==> src/rtl/cprg_pkg.sv <==
// Shared widths, stage counts, register codes and pipeline types of the pick-ray generator.
package cprg_pkg;

   // Fixed-point formats
   localparam int FRAC_BITS = 12;
   localparam int PORT_BITS = 12;
   localparam int SIZE_W    = PORT_BITS + 1;
   localparam int VEC_W     = 20;
   localparam int BND_W     = 16;
   localparam int NEAR_W    = 19;
   localparam int BNDS_W    = 4 * BND_W;
   localparam int VECS_W    = 3 * VEC_W;

   // Configuration port
   localparam int CSR_W     = 64;
   localparam int CSR_IDX_W = 3;

   // Datapath widths
   localparam int MAG_W       = 28;
   localparam int SQ_W        = 2 * MAG_W;
   localparam int DIV_NUM_W   = MAG_W + FRAC_BITS;
   localparam int DIV_DEN_W   = MAG_W;
   localparam int DIV_STAGES  = FRAC_BITS + 1;
   localparam int SQRT_STAGES = MAG_W;

   // Cycles from accepted request to result strobe
   localparam int CPRG_LATENCY = 2 * DIV_STAGES + SQRT_STAGES + 8;

   typedef enum logic [CSR_IDX_W-1:0] {
      CSR_MODE  = 3'd0,
      CSR_NEAR  = 3'd1,
      CSR_PBND  = 3'd2,
      CSR_OBND  = 3'd3,
      CSR_EYE   = 3'd4,
      CSR_LEFT  = 3'd5,
      CSR_UP    = 3'd6,
      CSR_VIEW  = 3'd7
   } csr_index_type;

   // Data carried alongside the square root
   typedef struct packed {
      logic                  ok;
      logic [2:0]            neg;
      logic [2:0][MAG_W-1:0] mag;
      logic [2:0][VEC_W-1:0] org;
   } side_type;

   // Data carried alongside the normalizing dividers
   typedef struct packed {
      logic                  ok;
      logic [2:0]            neg;
      logic                  flat;
      logic [2:0][VEC_W-1:0] org;
   } tail_type;

endpackage

==> src/rtl/cprg_div.sv <==
// Pipelined restoring divider, one quotient bit per stage, quotient known below 2^DIV_STAGES.
module cprg_div (
   input  logic                            clock,
   input  logic [cprg_pkg::DIV_NUM_W-1:0]  num,
   input  logic [cprg_pkg::DIV_DEN_W-1:0]  den,
   output logic [cprg_pkg::DIV_STAGES-1:0] quo
);
   import cprg_pkg::*;

   logic [DIV_NUM_W-1:0]  rem_ff [DIV_STAGES];
   logic [DIV_DEN_W-1:0]  den_ff [DIV_STAGES];
   logic [DIV_STAGES-1:0] quo_ff [DIV_STAGES];

   genvar k;
   generate
      for (k = 0; k < DIV_STAGES; k++) begin : stage
         logic [DIV_NUM_W-1:0]  rem_src;
         logic [DIV_NUM_W-1:0]  trial;
         logic [DIV_DEN_W-1:0]  den_src;
         logic [DIV_STAGES-1:0] quo_src;
         logic [DIV_NUM_W-1:0]  rem_in;
         logic [DIV_STAGES-1:0] quo_in;
         logic                  ge;

         if (k == 0) begin : first
            assign rem_src = num;
            assign den_src = den;
            assign quo_src = '0;
         end else begin : rest
            assign rem_src = rem_ff[k-1];
            assign den_src = den_ff[k-1];
            assign quo_src = quo_ff[k-1];
         end

         // Try subtracting the shifted divisor for this quotient bit
         assign trial  = DIV_NUM_W'(den_src) << (DIV_STAGES - 1 - k);
         assign ge     = (rem_src >= trial);
         assign rem_in = ge ? rem_src - trial : rem_src;
         assign quo_in = quo_src | (ge ? (DIV_STAGES'(1) << (DIV_STAGES - 1 - k)) : '0);

         always_ff @(posedge clock) begin
            rem_ff[k] <= rem_in;
            den_ff[k] <= den_src;
            quo_ff[k] <= quo_in;
         end
      end
   endgenerate

   assign quo = quo_ff[DIV_STAGES-1];

endmodule

==> config.mk <==
export PLATFORM = sky130hd
export DESIGN_NAME = cprg_div
export DESIGN_NICKNAME = d
export VERILOG_FILES = /design/src/rtl/cprg_pkg.sv /design/src/rtl/cprg_div.sv
export SDC_FILE = /design/constraint.sdc
export NUM_CORES = 2
export LEC_CHECK = 0
export BUFFER_PORTS_ARGS = -buffer_cell sky130_fd_sc_hd__buf_2
export CAP_MARGIN = 20
export CORE_UTILIZATION = 48
export CTS_CLUSTER_DIAMETER = 60
export CTS_CLUSTER_SIZE = 16
export DETAILED_ROUTE_END_ITERATION = 12
export PLACE_DENSITY = 0.66
export SYNTH_ARGS = -nofsm -noshare
export SYNTH_HDL_FRONTEND = slang
export SYNTH_SLANG_ARGS = --single-unit
==> constraint.sdc <==
create_clock -name clock -period 3.17 [get_ports clock]
set_input_delay 0.317 -clock clock [delete_from_list [all_inputs] [get_ports clock]]
set_output_delay 0.317 -clock clock [all_outputs]
set_load 0.01 [all_outputs]
==> results.sh <==
export IMPL_antenna_cells=0
export IMPL_switching_share=0.382
export IMPL_clockBufferDepth=3
export IMPL_synth_area_per_cell_um2=8.91
export IMPL_clockPowerShare=0.195
export IMPL_setup_violations=0
export IMPL_required_ns=3.70
export IMPL_yosys_area_share_simple=0.135
export IMPL_first_global_vias=34400
export IMPL_synthAdderAreaFrac=0.112
export IMPL_setup_ws_ns=0.0732
export IMPL_seq_area_frac_synth=0.423
export IMPL_clock_fmax_ghz=0.323
export IMPL_dieHeight_um=301
export IMPL_cap_violations=0
export IMPL_wire_per_inst_um=15.1
export IMPL_row_count=109
export IMPL_ys_ff_latch=907
export IMPL_grt_max_degree=50
export IMPL_violations="design-rule violations"
export IMPL_synth_top_area_frac=0.423
export IMPL_cts_root_buffer="clkbuf_16"
export IMPL_drt_iter0_markers=1794
export IMPL_p_seq_frac=0.320
export IMPL_period_minus_slack_ns=3.10
export IMPL_drtAntennaViolNets=0
export IMPL_finalClockSkew_ns=0.0203
export IMPL_ir_drop_uv=472
export IMPL_worstPathArrival_ns=3.63
export IMPL_postRouteWirelength_um=97500
export IMPL_synth_compound_area_share=0.197
export IMPL_min_path_type="register to register"
export IMPL_syn_nets=5266
export IMPL_synthTopCellsByArea="dfxtp_1 (42%), ha_1 (11%), o21ai_0 (4.5%)"
export IMPL_area_growth_pct=18.8
export IMPL_path_max_fanout=4
export IMPL_slew_violations=0
export IMPL_port_buffers=81
export IMPL_syn_inst=4821
export IMPL_cts_buffers=84
export IMPL_drive_gt1_frac=0.139
export IMPL_synth_edf_count=0
export IMPL_gp_congestion=0.939
export IMPL_hold_viol_final=0
export IMPL_cts_max_level=3
export IMPL_crit_type="register to register"
export IMPL_holdPathStages=0
export IMPL_status="finished, violations left"
export IMPL_first_pass_iters=9
export IMPL_synth_top_family_by_area="compound AO/OA/AOI/OAI gates"
export IMPL_final_net_count=5704
export IMPL_post_place_ws_ns=-0.202
export IMPL_grt_pass1_wl_um=159000
export IMPL_grt_usage=0.213
export IMPL_hpwl_um=76800
export IMPL_synth_warnings=0
export IMPL_worst_pin_slew_ns=0.646
export IMPL_grt_ovfl_total=0
export IMPL_yosys_most_used_dff="dfxtp_1"
export IMPL_p_int_mw=32.3
export IMPL_fin_util=0.577
export IMPL_reg2reg_depth=11
export IMPL_synth_mux_area_frac=0.0128
export IMPL_power_net_switching_mw=20.0
export IMPL_initial_utilization=0.486
export IMPL_io_pins=82
export IMPL_path_clk_slew_ns=0.07
export IMPL_relSlewSlack=0.564
export IMPL_yosysTopAreaCell="dfxtp_1"
export IMPL_power_density_nw_per_um2=1030
export IMPL_detail_route_vias_per_cell=5.26
export IMPL_fp_dieW_um=301
export IMPL_syn_area_um2=43000
export IMPL_combPwrFrac=0.485
export IMPL_drc=2
export IMPL_cts_tree="built"
export IMPL_worst_setup_path_start_kind="register"
export IMPL_finalPower_mw=52.3
export IMPL_synth_cell_type_count=91
export IMPL_coreArea_um2=88500
export IMPL_dieArea_um2=90700
export IMPL_insertion_delay_ns=0.65
export IMPL_p_leak_nw=23.3
export IMPL_synth_async_reset_ratio=0
export IMPL_timing_hold_ws_ns=0.321
export IMPL_cts_sinks=907
export IMPL_antenna_found_initial=0
export IMPL_worstSetupEndpointType="register"
export IMPL_final_period_utilization=0.977
export IMPL_synth_xor_area_share=0.0662
export IMPL_dr_total_vias=34100
## metal layers
layer  GRT usage  vias up  part of all wire
met3      0.0269      317             0.027
li1            -    17700                 -
met4       0.134        0             0.064
met2       0.405      656              0.51
met5           0        -                 0
met1       0.218    15400              0.40
## synth_stat cells, drive strengths merged (33+ instances only)
cell type,n
a211oi,55
a21o,191
a21oi,367
a31oi,34
and3,37
buf,49
clkbuf,89
dfxtp,907
ha,364
inv,465
mux2,40
nand2,446
nand2b,42
nand3,62
nand4,59
nor2,269
nor2b,49
nor3,67
nor4,36
o211ai,33
o21a,47
o21ai,392
o21bai,44
o31ai,39
xnor2,171
xor2,154
## path summary, 6_finish.rpt
path	end	from	slack, ns
max reg2reg	rem_ff[2][38]$_DFF_P_	rem_ff[1][48]$_DFF_P_	0.07
min reg2reg	quo_ff[0][51]$_DFF_P_	quo_ff[0][38]$_DFF_P_	0.32
max	rem_ff[2][38]$_DFF_P_	rem_ff[1][48]$_DFF_P_	0.07
min	quo_ff[0][51]$_DFF_P_	quo_ff[0][38]$_DFF_P_	0.32
## layout by cell type, fill, tap and decap left out, types with 18 or more instances in the layout
| cell | synthesis | final |
|---|---|---|
| nand3_1 | 62 | 62 |
| a21oi_1 | 366 | 359 |
| nand2b_1 | 42 | 42 |
| o21bai_1 | 44 | 42 |
| inv_6 | 0 | 18 |
| xor2_1 | 154 | 154 |
| and2_1 | 21 | 20 |
| a211oi_1 | 54 | 44 |
| buf_4 | 13 | 324 |
| o31ai_1 | 37 | 31 |
| nor4_1 | 34 | 31 |
| nor2_1 | 267 | 264 |
| nor3_1 | 66 | 58 |
| nand4_1 | 59 | 59 |
| o21a_1 | 47 | 46 |
| nand2_1 | 445 | 442 |
| a21o_1 | 191 | 191 |
| dlygate4sd3_1 | 0 | 68 |
| dfxtp_1 | 907 | 906 |
| clkbuf_16 | 0 | 85 |
| a31oi_1 | 34 | 29 |
| ha_1 | 364 | 361 |
| or3_1 | 28 | 27 |
| nor2b_1 | 49 | 47 |
| o211ai_1 | 33 | 33 |
| mux2_2 | 40 | 40 |
| o21ai_0 | 386 | 376 |
| and3_1 | 37 | 37 |
| buf_2 | 28 | 81 |
| xnor2_1 | 171 | 171 |
| inv_1 | 461 | 460 |
## critical path, stage by stage (launching register included)
cell and delay [ns]:
dfxtp_1 0.31, inv_1 0.04, ha_1 0.28, or4b_2 0.60, nor4_2 0.17, buf_4 0.19
nand4_1 0.24, nand2_2 0.17, a211oi_4 0.07, or3_4 0.36, a2111o_1 0.41, xnor2_1 0.13
## final cells by class
class / instances / area, µm²
tap: 1165 / 1460
timing repair buffer: 490 / 3830
clock inverter: 48 / 647
inverter: 465 / 1750
fill: 7819 / 37500
sequential: 907 / 18200
multi-input combinational: 3311 / 23000
clock buffer: 91 / 2160
## through the flow
step	std cells	instance area (µm²)	setup TNS, ns
floorplan	4821	43000	0
CTS	6466	50500	-0.0413
detailed placement	6259	46900	-4.13
global route	6477	51000	-0.0162
finish	6477	51000	0
global placement	6259	46900	-1.75
## power by group through the flow
stage / sequential (mW) / combinational, mW / clock (mW)
global placement: 16.9 / 24.2 / 0
floorplan: 16.2 / 17.9 / 0
finish: 16.7 / 25.4 / 10.2
detailed placement: 16.9 / 24.5 / 0
global route: 17.1 / 28.4 / 11.0
CTS: 16.7 / 24.8 / 10.5
## flip-flops by register name, summed over array words and instances, names as in the netlist
name,count
rem_ff,480
den_ff,336
quo_ff,91
## timing repair
| item | 4_1_cts | 5_1_grt |
|---|---|---|
| hold endpoints to repair | 68 | 0 |
| setup buffers | 0 | 10 |
| pin swaps | 15 | 38 |
| cloned | 0 | 1 |
| setup endpoints to repair | 39 | 205 |
| gates resized for setup | 19 | 104 |
| hold buffers | 68 | 0 |
## logic make-up (layout without fill, tap and decap cells)
family          Yosys count  after routing
compound gates         1352           1352
mux                      50             50
simple gates           1208           1208
xor+xnor                325            325
fa+ha+maj               376            376
buf+inv                 603           1094
flops                   907            907
Note: power is estimated with default switching activity, not from simulation.
